**src/rtl/htlv_pkg.sv**
```systemverilog
// Package for the hex-text TLV tag field parser: parser state and result types,
// the hex digit decoder, the known-tag lookup and the field capacity table.
// Depends on nothing; every other file of the block uses it.
`default_nettype none

package htlv_pkg;

    // Sizes of the result fields and of the tag list.
    localparam int NumTags  = 29;
    localparam int FieldW   = 5;
    localparam int OffsetW  = 9;
    localparam int CharW    = 8;
    localparam int TagW     = 16;
    localparam int LengthW  = 8;
    localparam int CapW     = 8;

    // Result status codes.
    localparam logic ST_VALUE  = 1'b0;
    localparam logic ST_BADHEX = 1'b1;

    // Uppercase 'F' as the second tag character selects a four-character tag.
    localparam logic [CharW-1:0] CharUpperF = 8'h46;

    // Tag lengths in characters.
    localparam logic [2:0] TagDigitsShort = 3'd2;
    localparam logic [2:0] TagDigitsLong  = 3'd4;

    // Number of characters in the length header.
    localparam logic [2:0] LengthDigits = 3'd2;

    typedef enum logic [1:0] {
        PH_TAG = 2'd0,
        PH_LEN = 2'd1,
        PH_VAL = 2'd2
    } phase_t;

    typedef struct packed {
        phase_t               phase;
        logic [1:0]           digit_count;
        logic [2:0]           tag_digits;
        logic [TagW-1:0]      tag_value;
        logic [LengthW-1:0]   length_value;
        logic [OffsetW-1:0]   chars_left;
        logic [FieldW-1:0]    current_field;
        logic                 field_known;
        logic [OffsetW-1:0]   char_offset;
        logic                 halted;
    } parse_state_t;

    localparam parse_state_t StateReset = '{
        phase:         PH_TAG,
        digit_count:   2'd0,
        tag_digits:    TagDigitsShort,
        tag_value:     '0,
        length_value:  '0,
        chars_left:    '0,
        current_field: '0,
        field_known:   1'b0,
        char_offset:   '0,
        halted:        1'b0
    };

    typedef struct packed {
        logic                 status;
        logic [FieldW-1:0]    field_id;
        logic [OffsetW-1:0]   value_offset;
        logic [CharW-1:0]     value_char;
        logic                 last_char;
        logic                 fits_field;
    } result_t;

    typedef struct packed {
        logic       ok;
        logic [3:0] val;
    } hex_t;

    typedef struct packed {
        logic              known;
        logic [FieldW-1:0] idx;
    } tag_match_t;

    // Decode one ASCII hex digit; both letter cases are accepted.
    function automatic hex_t hex_decode(input logic [CharW-1:0] c);
        hex_t h;
        h.ok  = 1'b0;
        h.val = c[3:0];
        if (c >= 8'h30 && c <= 8'h39) begin
            h.ok = 1'b1;
        end else if ((c >= 8'h41 && c <= 8'h46) || (c >= 8'h61 && c <= 8'h66)) begin
            h.ok  = 1'b1;
            h.val = 4'(c[3:0] + 4'd9);
        end
        return h;
    endfunction

    // Match a completed tag against the known tag list.
    function automatic tag_match_t tag_lookup(input logic [TagW-1:0] tag);
        tag_match_t m;
        m.known = 1'b1;
        unique case (tag)
            16'h0071: m.idx = 5'd0;
            16'h0072: m.idx = 5'd1;
            16'h0082: m.idx = 5'd2;
            16'h0084: m.idx = 5'd3;
            16'h0091: m.idx = 5'd4;
            16'h0095: m.idx = 5'd5;
            16'h009A: m.idx = 5'd6;
            16'h009C: m.idx = 5'd7;
            16'h5F2A: m.idx = 5'd8;
            16'h9F02: m.idx = 5'd9;
            16'h9F03: m.idx = 5'd10;
            16'h9F06: m.idx = 5'd11;
            16'h9F07: m.idx = 5'd12;
            16'h9F09: m.idx = 5'd13;
            16'h9F10: m.idx = 5'd14;
            16'h9F1A: m.idx = 5'd15;
            16'h9F1E: m.idx = 5'd16;
            16'h9F26: m.idx = 5'd17;
            16'h9F27: m.idx = 5'd18;
            16'h9F33: m.idx = 5'd19;
            16'h9F34: m.idx = 5'd20;
            16'h9F35: m.idx = 5'd21;
            16'h9F36: m.idx = 5'd22;
            16'h9F37: m.idx = 5'd23;
            16'h9F41: m.idx = 5'd24;
            16'h9F53: m.idx = 5'd25;
            16'h9F5B: m.idx = 5'd26;
            16'h9F63: m.idx = 5'd27;
            16'h9F74: m.idx = 5'd28;
            default: begin
                m.known = 1'b0;
                m.idx   = 5'd0;
            end
        endcase
        return m;
    endfunction

    // Capacity of each field in value characters; unused indexes hold nothing.
    function automatic logic [CapW-1:0] field_cap(input logic [FieldW-1:0] idx);
        logic [CapW-1:0] cap;
        unique case (idx)
            5'd0:    cap = 8'd128;
            5'd1:    cap = 8'd128;
            5'd2:    cap = 8'd4;
            5'd3:    cap = 8'd32;
            5'd4:    cap = 8'd32;
            5'd5:    cap = 8'd10;
            5'd6:    cap = 8'd6;
            5'd7:    cap = 8'd2;
            5'd8:    cap = 8'd4;
            5'd9:    cap = 8'd12;
            5'd10:   cap = 8'd12;
            5'd11:   cap = 8'd32;
            5'd12:   cap = 8'd4;
            5'd13:   cap = 8'd4;
            5'd14:   cap = 8'd64;
            5'd15:   cap = 8'd4;
            5'd16:   cap = 8'd16;
            5'd17:   cap = 8'd16;
            5'd18:   cap = 8'd2;
            5'd19:   cap = 8'd6;
            5'd20:   cap = 8'd6;
            5'd21:   cap = 8'd2;
            5'd22:   cap = 8'd4;
            5'd23:   cap = 8'd8;
            5'd24:   cap = 8'd8;
            5'd25:   cap = 8'd2;
            5'd26:   cap = 8'd50;
            5'd27:   cap = 8'd32;
            5'd28:   cap = 8'd12;
            default: cap = 8'd0;
        endcase
        return cap;
    endfunction

endpackage

`default_nettype wire

```
**src/rtl/hex_tlv_tag_field_parser.sv**
```systemverilog
// Hex-text TLV tag field parser, top level: input word register, parser state,
// result register and stream handshakes. Depends on htlv_pkg and htlv_step.
//
// Usage:
//   The slave stream carries one ASCII character per word in s_tdata; s_tuser
//   marks the first character of a record and restarts parsing at a tag.
//   The master stream returns one word for each value character of a known
//   tag (field number, offset, capacity flag, m_tlast on the final character)
//   and one error word (m_tuser high) for a bad hex digit in a tag or length,
//   after which characters are dropped until the next record start.
//   Path: an accepted word is held in the input word register and parsed
//   from there; its result is loaded into the result register, unless a held
//   result stalls it, and is offered on m_tvalid from then on.
//   Throughput: one character per cycle; the character register and the
//   result register overlap, so a new character is taken every cycle while
//   the receiver keeps up.
//   Stall: while m_tready is low a held result blocks only characters that
//   would produce another result; characters without a result still advance.
//   Reset (aresetn low, synchronous) empties both registers and returns the
//   parser to the start of a tag with no halt pending.
`default_nettype none

module hex_tlv_tag_field_parser (
    input  wire         aclk,
    input  wire         aresetn,
    // Input stream.
    input  wire         s_tvalid,
    output logic        s_tready,
    input  wire  [7:0]  s_tdata,   // [7:0] char_code
    input  wire  [0:0]  s_tuser,   // [0] record_start
    // Result stream.
    output logic        m_tvalid,
    input  wire         m_tready,
    output logic [23:0] m_tdata,   // [4:0] field_id, [13:5] value_offset,
                                   // [21:14] value_char, [22] fits_field, [23] zero
    output logic [0:0]  m_tuser,   // [0] status
    output logic        m_tlast    // last_char
);

    // Input word register.
    logic                          stg_valid_reg;
    logic                          stg_valid_next;
    logic [htlv_pkg::CharW-1:0]    stg_char_reg;
    logic                          stg_start_reg;

    // Parser state and result register.
    htlv_pkg::parse_state_t        state_reg;
    htlv_pkg::parse_state_t        state_next;
    logic                          out_valid_reg;
    logic                          out_valid_next;
    htlv_pkg::result_t             out_data_reg;

    logic                          step_emit;
    htlv_pkg::result_t             step_result;
    logic                          out_free;
    logic                          proceed;

    htlv_step u_step (
        .state_cur    (state_reg),
        .char_code    (stg_char_reg),
        .record_start (stg_start_reg),
        .state_nxt    (state_next),
        .emit         (step_emit),
        .result       (step_result)
    );

    // Handshake: the held word proceeds unless its result has nowhere to go.
    always_comb begin
        out_free       = !out_valid_reg || m_tready;
        proceed        = stg_valid_reg && (!step_emit || out_free);
        s_tready       = !stg_valid_reg || proceed;
        stg_valid_next = s_tready ? s_tvalid : stg_valid_reg;
        out_valid_next = out_free ? (stg_valid_reg && step_emit) : out_valid_reg;
    end

    // Control registers.
    always_ff @(posedge aclk) begin
        if (!aresetn) begin
            stg_valid_reg <= 1'b0;
            out_valid_reg <= 1'b0;
            state_reg     <= htlv_pkg::StateReset;
        end else begin
            stg_valid_reg <= stg_valid_next;
            out_valid_reg <= out_valid_next;
            if (proceed) begin
                state_reg <= state_next;
            end
        end
    end

    // Payload registers.
    always_ff @(posedge aclk) begin
        if (s_tready && s_tvalid) begin
            stg_char_reg  <= s_tdata;
            stg_start_reg <= s_tuser[0];
        end
        if (proceed && step_emit) begin
            out_data_reg <= step_result;
        end
    end

    // Result word packing.
    assign m_tvalid = out_valid_reg;
    assign m_tdata  = {1'b0, out_data_reg.fits_field, out_data_reg.value_char,
                       out_data_reg.value_offset, out_data_reg.field_id};
    assign m_tuser  = out_data_reg.status;
    assign m_tlast  = out_data_reg.last_char;

`ifndef SYNTHESIS
    // The value phase is never left with no characters to go.
    assert property (@(posedge aclk) disable iff (!aresetn)
        state_reg.phase == htlv_pkg::PH_VAL |-> state_reg.chars_left != '0)
        else $error("value phase entered with zero characters left");

    // An error result leaves the parser halted.
    assert property (@(posedge aclk) disable iff (!aresetn)
        proceed && step_emit && step_result.status == htlv_pkg::ST_BADHEX
        |=> state_reg.halted)
        else $error("bad header digit did not halt the parser");

    // A halted parser without a record start produces nothing.
    assert property (@(posedge aclk) disable iff (!aresetn)
        stg_valid_reg && state_reg.halted && !stg_start_reg |-> !step_emit)
        else $error("halted parser produced a result");

    // Value results only carry a known field number.
    assert property (@(posedge aclk) disable iff (!aresetn)
        m_tvalid && m_tuser[0] == htlv_pkg::ST_VALUE
        |-> m_tdata[4:0] < 5'(htlv_pkg::NumTags))
        else $error("value result with an out-of-range field number");
`endif

endmodule

`default_nettype wire

```
**src/rtl/htlv_step.sv**
```systemverilog
// Per-character step of the hex-text TLV parser: next parser state and the
// optional result word for one character. Pure combinational logic; uses htlv_pkg.
`default_nettype none

module htlv_step (
    input  var htlv_pkg::parse_state_t      state_cur,
    input  wire [htlv_pkg::CharW-1:0]       char_code,
    input  wire                             record_start,
    output htlv_pkg::parse_state_t          state_nxt,
    output logic                            emit,
    output htlv_pkg::result_t               result
);

    htlv_pkg::parse_state_t st;
    htlv_pkg::hex_t         hex;
    htlv_pkg::tag_match_t   match;
    logic [2:0]             digits_done;
    logic [htlv_pkg::OffsetW-1:0] left_dec;
    logic [htlv_pkg::TagW-1:0]    tag_shift;
    logic [htlv_pkg::LengthW-1:0] len_shift;

    // Decode and shifted header values used by the phase logic below.
    always_comb begin
        st          = record_start ? htlv_pkg::StateReset : state_cur;
        hex         = htlv_pkg::hex_decode(char_code);
        tag_shift   = {st.tag_value[htlv_pkg::TagW-5:0], hex.val};
        len_shift   = {st.length_value[htlv_pkg::LengthW-5:0], hex.val};
        match       = htlv_pkg::tag_lookup(tag_shift);
        digits_done = {1'b0, st.digit_count} + 3'd1;
        left_dec    = st.chars_left - htlv_pkg::OffsetW'(1);
    end

    // Phase sequencing: tag digits, length digits, then value characters.
    always_comb begin
        state_nxt           = st;
        emit                = 1'b0;
        result.status       = htlv_pkg::ST_VALUE;
        result.field_id     = st.current_field;
        result.value_offset = st.char_offset;
        result.value_char   = char_code;
        result.last_char    = (st.chars_left == htlv_pkg::OffsetW'(1));
        result.fits_field   = ({1'b0, st.char_offset} <
                               {2'b00, htlv_pkg::field_cap(st.current_field)});

        if (!st.halted) begin
            if (st.phase == htlv_pkg::PH_VAL && st.chars_left != '0) begin
                // Value character: pass through, emitted only for a known tag.
                emit                  = st.field_known;
                state_nxt.char_offset = st.char_offset + htlv_pkg::OffsetW'(1);
                state_nxt.chars_left  = left_dec;
                if (left_dec == '0) begin
                    state_nxt.phase       = htlv_pkg::PH_TAG;
                    state_nxt.digit_count = 2'd0;
                    state_nxt.tag_digits  = htlv_pkg::TagDigitsShort;
                    state_nxt.tag_value   = '0;
                end
            end else begin
                // A value phase with nothing left restarts at a fresh tag.
                if (st.phase == htlv_pkg::PH_VAL) begin
                    state_nxt.phase       = htlv_pkg::PH_TAG;
                    state_nxt.digit_count = 2'd0;
                    state_nxt.tag_digits  = htlv_pkg::TagDigitsShort;
                    state_nxt.tag_value   = '0;
                end
                if (!hex.ok) begin
                    // Bad header digit: report it and halt until a record start.
                    state_nxt.halted    = 1'b1;
                    emit                = 1'b1;
                    result.status       = htlv_pkg::ST_BADHEX;
                    result.field_id     = '0;
                    result.value_offset = '0;
                    result.last_char    = 1'b0;
                    result.fits_field   = 1'b0;
                end else if (st.phase == htlv_pkg::PH_LEN) begin
                    state_nxt.length_value = len_shift;
                    if (digits_done >= htlv_pkg::LengthDigits) begin
                        state_nxt.digit_count = 2'd0;
                        state_nxt.chars_left  = {len_shift, 1'b0};
                        state_nxt.char_offset = '0;
                        state_nxt.phase       = (len_shift == '0) ? htlv_pkg::PH_TAG
                                                                  : htlv_pkg::PH_VAL;
                        if (len_shift == '0) begin
                            state_nxt.tag_digits = htlv_pkg::TagDigitsShort;
                            state_nxt.tag_value  = '0;
                        end
                    end else begin
                        state_nxt.digit_count = digits_done[1:0];
                    end
                end else begin
                    // Tag digit (the value phase with nothing left lands here too).
                    state_nxt.phase     = htlv_pkg::PH_TAG;
                    state_nxt.tag_value = tag_shift;
                    if (st.digit_count == 2'd1 && char_code == htlv_pkg::CharUpperF) begin
                        state_nxt.tag_digits = htlv_pkg::TagDigitsLong;
                    end
                    if (digits_done >= state_nxt.tag_digits) begin
                        state_nxt.field_known   = match.known;
                        state_nxt.current_field = match.idx;
                        state_nxt.digit_count   = 2'd0;
                        state_nxt.length_value  = '0;
                        state_nxt.phase         = htlv_pkg::PH_LEN;
                    end else begin
                        state_nxt.digit_count = digits_done[1:0];
                    end
                end
            end
        end
    end

endmodule

`default_nettype wire

```
**config.mk**
```make
export PLATFORM = sky130hd
export DESIGN_NAME = hex_tlv_tag_field_parser
export DESIGN_NICKNAME = d
export VERILOG_FILES = /design/src/rtl/htlv_pkg.sv /design/src/rtl/hex_tlv_tag_field_parser.sv /design/src/rtl/htlv_step.sv
export SDC_FILE = /design/constraint.sdc
export NUM_CORES = 1
export LEC_CHECK = 0
export BUFFER_PORTS_ARGS = -buffer_cell sky130_fd_sc_hd__clkbuf_2
export CAP_MARGIN = 20
export CORE_MARGIN = 1
export CORE_UTILIZATION = 40
export CTS_CLUSTER_DIAMETER = 40
export DETAILED_ROUTE_END_ITERATION = 10
export PLACE_DENSITY = 0.64
export RECOVER_POWER = 100
export SLEW_MARGIN = 10
export SYNTH_ARGS = -nofsm -noshare
export SYNTH_HDL_FRONTEND = slang
export SYNTH_SLANG_ARGS = --single-unit
```
**constraint.sdc**
```tcl
create_clock -name aclk -period 8.3 [get_ports aclk]
set_input_delay 0.83 -clock aclk [delete_from_list [all_inputs] [get_ports aclk]]
set_output_delay 0.83 -clock aclk [all_outputs]
set_load 0.03 [all_outputs]
```
==> results.py, run 1 <==
metrics = {
    "cts": {
        "clk_latency_ns": 0.35,
        "clockBufferDepth": 2,
        "cts.sinks": 84,
        "cts_resized": 0,
        "cts_tree": "built",
        "htreeDepth": 3,
        "ctsHoldBuffers": 0,
        "cts_buffers": 9,
        "postCtsSetupBuffers": 0,
        "clk_pin_slew_ns": 0.06,
        "clockRootBuffer": "clkbuf_16",
    },
    "setup_path": {
        "slowest_delay_ns": 0.58,
        "r2r_end": "m_tdata[9]",
        "cp_data_arrival_time_ns": 4.14,
        "worstPathRequired_ns": 7.47,
        "rrSetupSlack_ns": 3.40,
        "cp_cell_sequence": "buf_4, inv_1, nand2_1, ha_1, a31o_1, nand3_1, o21ai_0, nand2_1, nor2_1, inv_1, clkbuf_1",
        "end_kind": "primary output",
        "critPathBufInv": 4,
        "crit_fanout": 55,
        "reg2reg_from": "stg_start_reg",
        "reg2regPathDepth": 10,
        "critPathCapture": "s_tready",
        "cp_num_cells": 11,
        "critical_path.startpoint": "stg_start_reg",
        "worst_setup_path_start_kind": "flop",
        "critical-path-top-delay-family": "buffers and inverters",
        "crit_type": "flop to primary output",
        "slowest_stage": "a31o_1",
    },
    "place": {
        "dp_hpwl_um": 11000,
        "io_buffers": 39,
        "place_ws_ns": 3.94,
        "place_area_um2": 5820,
        "numPlacedInstances": 816,
        "place_congestion": 0.898,
    },
    "pwr": {
        "total_power_uw": 929,
        "swShare_pct": 26.7,
        "p_leak_nw": 2.06,
        "combinationalPowerShare_pct": 10.9,
        "powerDensity_nw_per_um2": 154,
        "clkPwrFrac_pct": 40.2,
        "p_int_uw": 681,
        "p_seq_share_pct": 48.9,
        "vdd_ir_drop_max_v": 0.0000972,
        "p_sw_uw": 248,
    },
    "detailed_routing": {
        "drtIter0Drc": 450,
        "routedWlPerCell_um": 18.3,
        "viasPerCell": 6.07,
        "num_vias": 5058,
        "dr.pass1.iters": 5,
        "drc": 0,
        "wl_um": 15300,
        "ant_nets": 0,
    },
    "sta": {
        "post-route-min-period_ns": 4.97,
        "worst_slack_ns": 3.33,
        "rsz0062_at_grt": "no",
        "max_freq_mhz": 201,
        "hold_violations": 0,
        "fin_crit_sh_pct": 59.9,
        "fin_setup_tns_ns": 0,
        "worst_pin_slew_ns": 1.16,
        "slew_viol_final": 0,
        "holdWs_ns": 0.484,
        "setup_violations": 0,
        "relSlewSlack_pct": 22.1,
        "skew_ns": 0.00823,
    },
    "cells_and_area": {
        "nets": 691,
        "finalInstanceArea_um2": 6040,
        "layout-drive-gt1-share_pct": 7.91,
        "largest_register_ffs": 48,
        "final_core_util_pct": 45.1,
        "fillers": 1333,
        "stdcell_count": 833,
        "num_antenna_cells": 0,
        "syn_to_final_growth_pct": 8.33,
    },
    "grt": {
        "grt_pass1_vias": 4746,
        "grt_pass1_wl_um": 25000,
        "antenna_found_initial": 0,
        "grt_use_total_pct": 22.0,
        "grt_max_degree": 56,
        "globalRoute.totalOverflow": 0,
    },
    "floorplan": {
        "initial_core_util_pct": 41.6,
        "io_pins": 41,
        "core_area_um2": 13400,
        "row_count": 42,
        "die-area_um2": 14400,
        "fp.dieH_um": 120,
        "fp.dieW_um": 120,
    },
    "logic_synthesis": {
        "synthCells": 638,
        "ys.flop_type": "dfxtp_1",
        "synth.distinct_cells": 87,
        "synth_seq_cells": 84,
        "synth.top_cell.area_share_pct": 18.3,
        "synth_edf_count": 34,
        "syn_nets": 677,
        "ys_top_cells_by_area": "edfxtp_1, dfxtp_1, ha_1",
        "synth_area_um2": 5570,
        "yosysWarningCount": 0,
        "netlist.top_cell.by_area": "edfxtp_1",
        "async_flop_share_pct": 0,
        "yosysSeqAreaShare_pct": 36.3,
        "syn_avg_cell_area_um2": 8.74,
    },
    "status": {
        "status": "finished clean",
    },
    "run": {
        "maxCapViolCount": 0,
    },
    "worst_hold_path": {
        "min_path_type": "flop to flop",
    },
}
worst min path at each step:
stage                              from       endpoint  slack, ns  cells past startpoint
after CTS                 state_reg[49]  state_reg[49]       0.48                      1
after global placement    state_reg[49]  state_reg[49]       0.45                      1
after floorplan           state_reg[49]  state_reg[49]       0.44                      1
after detailed placement  state_reg[49]  state_reg[49]       0.47                      1
after global routing      state_reg[49]  state_reg[49]       0.49                      1
final                     state_reg[49]  state_reg[49]       0.48                      1
kinds of logic after synthesis:
family / share of synthesized area [%]
flip-flops: 36.3
XOR/XNOR: 0.471
multiplexers: 1.50
buffers and inverters: 4.67
adder cells (fa/ha/maj): 5.84
AO/OA/AOI/OAI: 25.3
other: 0.0673
AND/OR/NAND/NOR: 25.9
power groups by stage:
| stage | combinational (mW) | clock [mW] | sequential, mW |
|---|---|---|---|
| after floorplan | 0.0659 | 0 | 0.471 |
| after global placement | 0.101 | 0 | 0.463 |
| after detailed placement | 0.102 | 0 | 0.463 |
| after CTS | 0.102 | 0.378 | 0.454 |
| after global routing | 0.109 | 0.394 | 0.456 |
| final | 0.101 | 0.374 | 0.454 |
synthesized netlist by cell type (all sizes together) (3+ instances only):
master / n
o31ai: 4
nand3: 24
nor4b: 4
buf: 15
mux2i: 5
a221oi: 3
o221a: 3
nand4: 8
dfxtp: 50
o211ai: 3
nor3b: 6
and2: 6
a211oi: 4
o2bb2ai: 7
inv: 17
a31oi: 10
or4: 3
nand2: 51
a21o: 7
o21ai: 38
edfxtp: 34
or3b: 3
a32oi: 5
a311oi: 3
nor4: 10
a22oi: 13
nand4b: 3
a31o: 3
and3: 11
nor2b: 30
clkbuf: 25
nor2: 69
mux2: 3
nand3b: 7
ha: 26
nor3: 16
o22ai: 13
a22o: 10
o221ai: 3
nand2b: 8
o21a: 8
a21oi: 35
cell usage in the layout (no fill, tap or decap), types with 4 or more instances in the layout:
cell / instances
dfxtp_1: 50
nor3_1: 14
clkbuf_2: 12
a31oi_1: 8
a32oi_1: 5
ha_1: 26
inv_1: 17
clkbuf_1: 32
o22ai_1: 13
o2bb2ai_1: 7
edfxtp_1: 34
a21o_1: 7
a211oi_1: 4
nor4_1: 8
o21ai_0: 38
nand3_1: 24
nor3b_1: 4
mux2i_1: 5
nand4_1: 8
a22o_1: 10
clkbuf_16: 9
nor2_1: 69
and3_1: 11
nand3b_1: 7
nand2b_1: 8
nand2_1: 51
a21oi_1: 34
nor2b_1: 30
a22oi_1: 13
o21a_1: 8
per-layer routing:
| layer | wire length (um) | vias to the layer above | global-route usage (%) | part of all wire, % |
|---|---|---|---|---|
| li1 | - | 2425 | - | - |
| met1 | 7170 | 2436 | 29.7 | 47 |
| met2 | 6970 | 174 | 35.1 | 46 |
| met3 | 809 | 23 | 3.52 | 5.3 |
| met4 | 313 | 0 | 8.52 | 2.1 |
| met5 | 0 | - | 0 | 0 |
final cells by class:
class / count / area (um^2) / area share [%]
Inverter: 17 / 63.8 / 1.06
Multi-Input combinational cell: 497 / 3270 / 54.2
Sequential cell: 84 / 2020 / 33.5
Clock inverter: 3 / 23.8 / 0.394
Tap cell: 176 / 220 / 3.65
Clock buffer: 13 / 250 / 4.14
Timing Repair Buffer: 43 / 184 / 3.05
Power figures use the tool's default switching activity.
==> run 2, diff against run 1 <==
- clock period: 8.3 -> 5.1 ns (I/O delays scaled with it)
==> results.py, run 2 (synthesis results as in run 1) <==
metrics = {
    "cts": {
        "htreeDepth": 3,
        "clk_pin_slew_ns": 0.06,
        "cts_buffers": 9,
        "cts_tree": "built",
        "cts_resized": 0,
        "cts.sinks": 84,
        "ctsHoldBuffers": 0,
        "postCtsSetupBuffers": 0,
        "clk_latency_ns": 0.34,
        "clockBufferDepth": 2,
        "clockRootBuffer": "clkbuf_16",
    },
    "cells_and_area": {
        "final_common_cell": "nor2_1",
        "syn_to_final_growth_pct": 8.96,
        "finalInstanceArea_um2": 6070,
        "layout-drive-gt1-share_pct": 8.35,
        "stdcell_count": 835,
        "layout_common_cells": "nor2_1, nand2_1, dfxtp_1",
        "final_core_util_pct": 45.3,
        "nets": 693,
        "largest_register_ffs": 48,
        "num_antenna_cells": 0,
    },
    "setup_path": {
        "r2r_end": "state_reg[11]",
        "critPathBufInv": 0,
        "worst_setup_path_start_kind": "flop",
        "crit_fanout": 14,
        "cp_num_cells": 11,
        "crit_type": "flop to flop",
        "rrSetupSlack_ns": 0.86,
        "slowest_stage": "nor4b_2",
        "reg2regPathDepth": 11,
        "critPathCapture": "state_reg[11]",
        "cp_cell_sequence": "nor4b_2, nand3_1, and3_1, ha_1, o21ai_0, a21oi_1, and3_1, nand3_1, or4_1, o21ai_0, a21oi_1",
        "reg2reg_from": "stg_char_reg[3]",
        "cp_data_arrival_time_ns": 4.42,
        "critical_path.startpoint": "stg_char_reg[3]",
        "end_kind": "flop",
        "worstPathRequired_ns": 5.28,
        "critical-path-top-delay-family": "simple AND/OR/NAND/NOR gates",
        "slowest_delay_ns": 1.09,
    },
    "floorplan": {
        "fp.dieH_um": 120,
        "row_count": 42,
        "io_pins": 41,
        "fp.dieW_um": 120,
        "initial_core_util_pct": 41.6,
        "core_area_um2": 13400,
        "die-area_um2": 14400,
    },
    "grt": {
        "antenna_found_initial": 0,
        "globalRoute.totalOverflow": 0,
        "grt_pass1_wl_um": 24000,
        "grt_pass1_vias": 4652,
        "grt_max_degree": 55,
        "grt_use_total_pct": 21.0,
    },
    "detailed_routing": {
        "wl_um": 14900,
        "routedWlPerCell_um": 17.9,
        "dr.pass1.iters": 5,
        "drc": 0,
        "viasPerCell": 6.06,
        "ant_nets": 0,
        "drtIter0Drc": 613,
        "num_vias": 5060,
    },
    "sta": {
        "slew_viol_final": 0,
        "rsz0062_at_grt": "no",
        "post-route-min-period_ns": 4.24,
        "worst_pin_slew_ns": 1.23,
        "skew_ns": 0.00703,
        "max_freq_mhz": 236,
        "fin_setup_tns_ns": 0,
        "setup_violations": 0,
        "fin_crit_sh_pct": 83.2,
        "worst_slack_ns": 0.857,
        "hold_violations": 0,
        "relSlewSlack_pct": 17.5,
    },
    "pwr": {
        "swShare_pct": 26.0,
        "powerDensity_nw_per_um2": 261,
        "p_sw_uw": 412,
        "p_seq_share_pct": 46.7,
        "p_leak_nw": 2.09,
        "p_int_mw": 1.17,
        "clkPwrFrac_pct": 42.9,
        "combinationalPowerShare_pct": 10.4,
        "vdd_ir_drop_max_v": 0.000181,
    },
    "run": {
        "maxCapViolCount": 0,
    },
    "place": {
        "io_buffers": 39,
        "place_congestion": 0.908,
        "dp_hpwl_um": 10900,
        "place_ws_ns": 1.38,
        "place_area_um2": 5830,
        "numPlacedInstances": 818,
    },
    "status": {
        "status": "finished clean",
    },
    "worst_hold_path": {
        "worstHoldPathCells": 1,
        "min_path_type": "input port to flop",
    },
}
-- run 2: area by class of cell --
class / instances / area [um^2]
sequential: 84 / 2020
clock buffer: 11 / 253
inverter: 17 / 63.8
fill: 1314 / 7330
timing repair buffer: 45 / 209
tap: 176 / 220
clock inverter: 5 / 60.1
multi-input combinational: 497 / 3250
-- run 2: worst register-to-register path: stages (launching register included) --
cell      delay (ns)
edfxtp_1        0.57
nor4b_2         1.10
nand3_1         0.44
and3_1          0.31
ha_1            0.27
o21ai_0         0.08
a21oi_1         0.18
and3_1          0.30
nand3_1         0.10
or4_1           0.56
o21ai_0         0.10
a21oi_1         0.08
-- run 2: worst min-delay path by stage --
stage / from / to
after detailed placement: state_reg[49] / state_reg[49]
after global placement: state_reg[49] / state_reg[49]
after global routing: s_tdata[1] / stg_char_reg[1]
final: s_tdata[0] / stg_char_reg[0]
after floorplan: state_reg[49] / state_reg[49]
after CTS: s_tdata[0] / stg_char_reg[0]
-- run 2: routing by layer --
| layer | global-route usage [%] | wire length, um | up-vias |
|---|---|---|---|
| li1 | - | - | 2429 |
| met1 | 29.3 | 7080 | 2370 |
| met2 | 32.4 | 6560 | 231 |
| met3 | 3.71 | 966 | 30 |
| met4 | 7.03 | 308 | 0 |
| met5 | 0 | 0 | - |
-- run 2: metrics by stage --
step / total power [mW] / hold WS [ns]
detailed placement: 0.920 / 0.454
global placement: 0.920 / 0.448
global route: 1.64 / 0.340
finish: 1.58 / 0.348
CTS: 1.60 / 0.339
floorplan: 0.873 / 0.441
-- run 2: power by group through the flow --
stage / sequential [mW] / combinational (mW) / clock, mW
6_report: 0.739 / 0.165 / 0.679
5_1_grt: 0.741 / 0.179 / 0.719
4_1_cts: 0.740 / 0.167 / 0.689
3_5_place_dp: 0.754 / 0.166 / 0
3_3_place_gp: 0.754 / 0.166 / 0
2_1_floorplan: 0.766 / 0.107 / 0
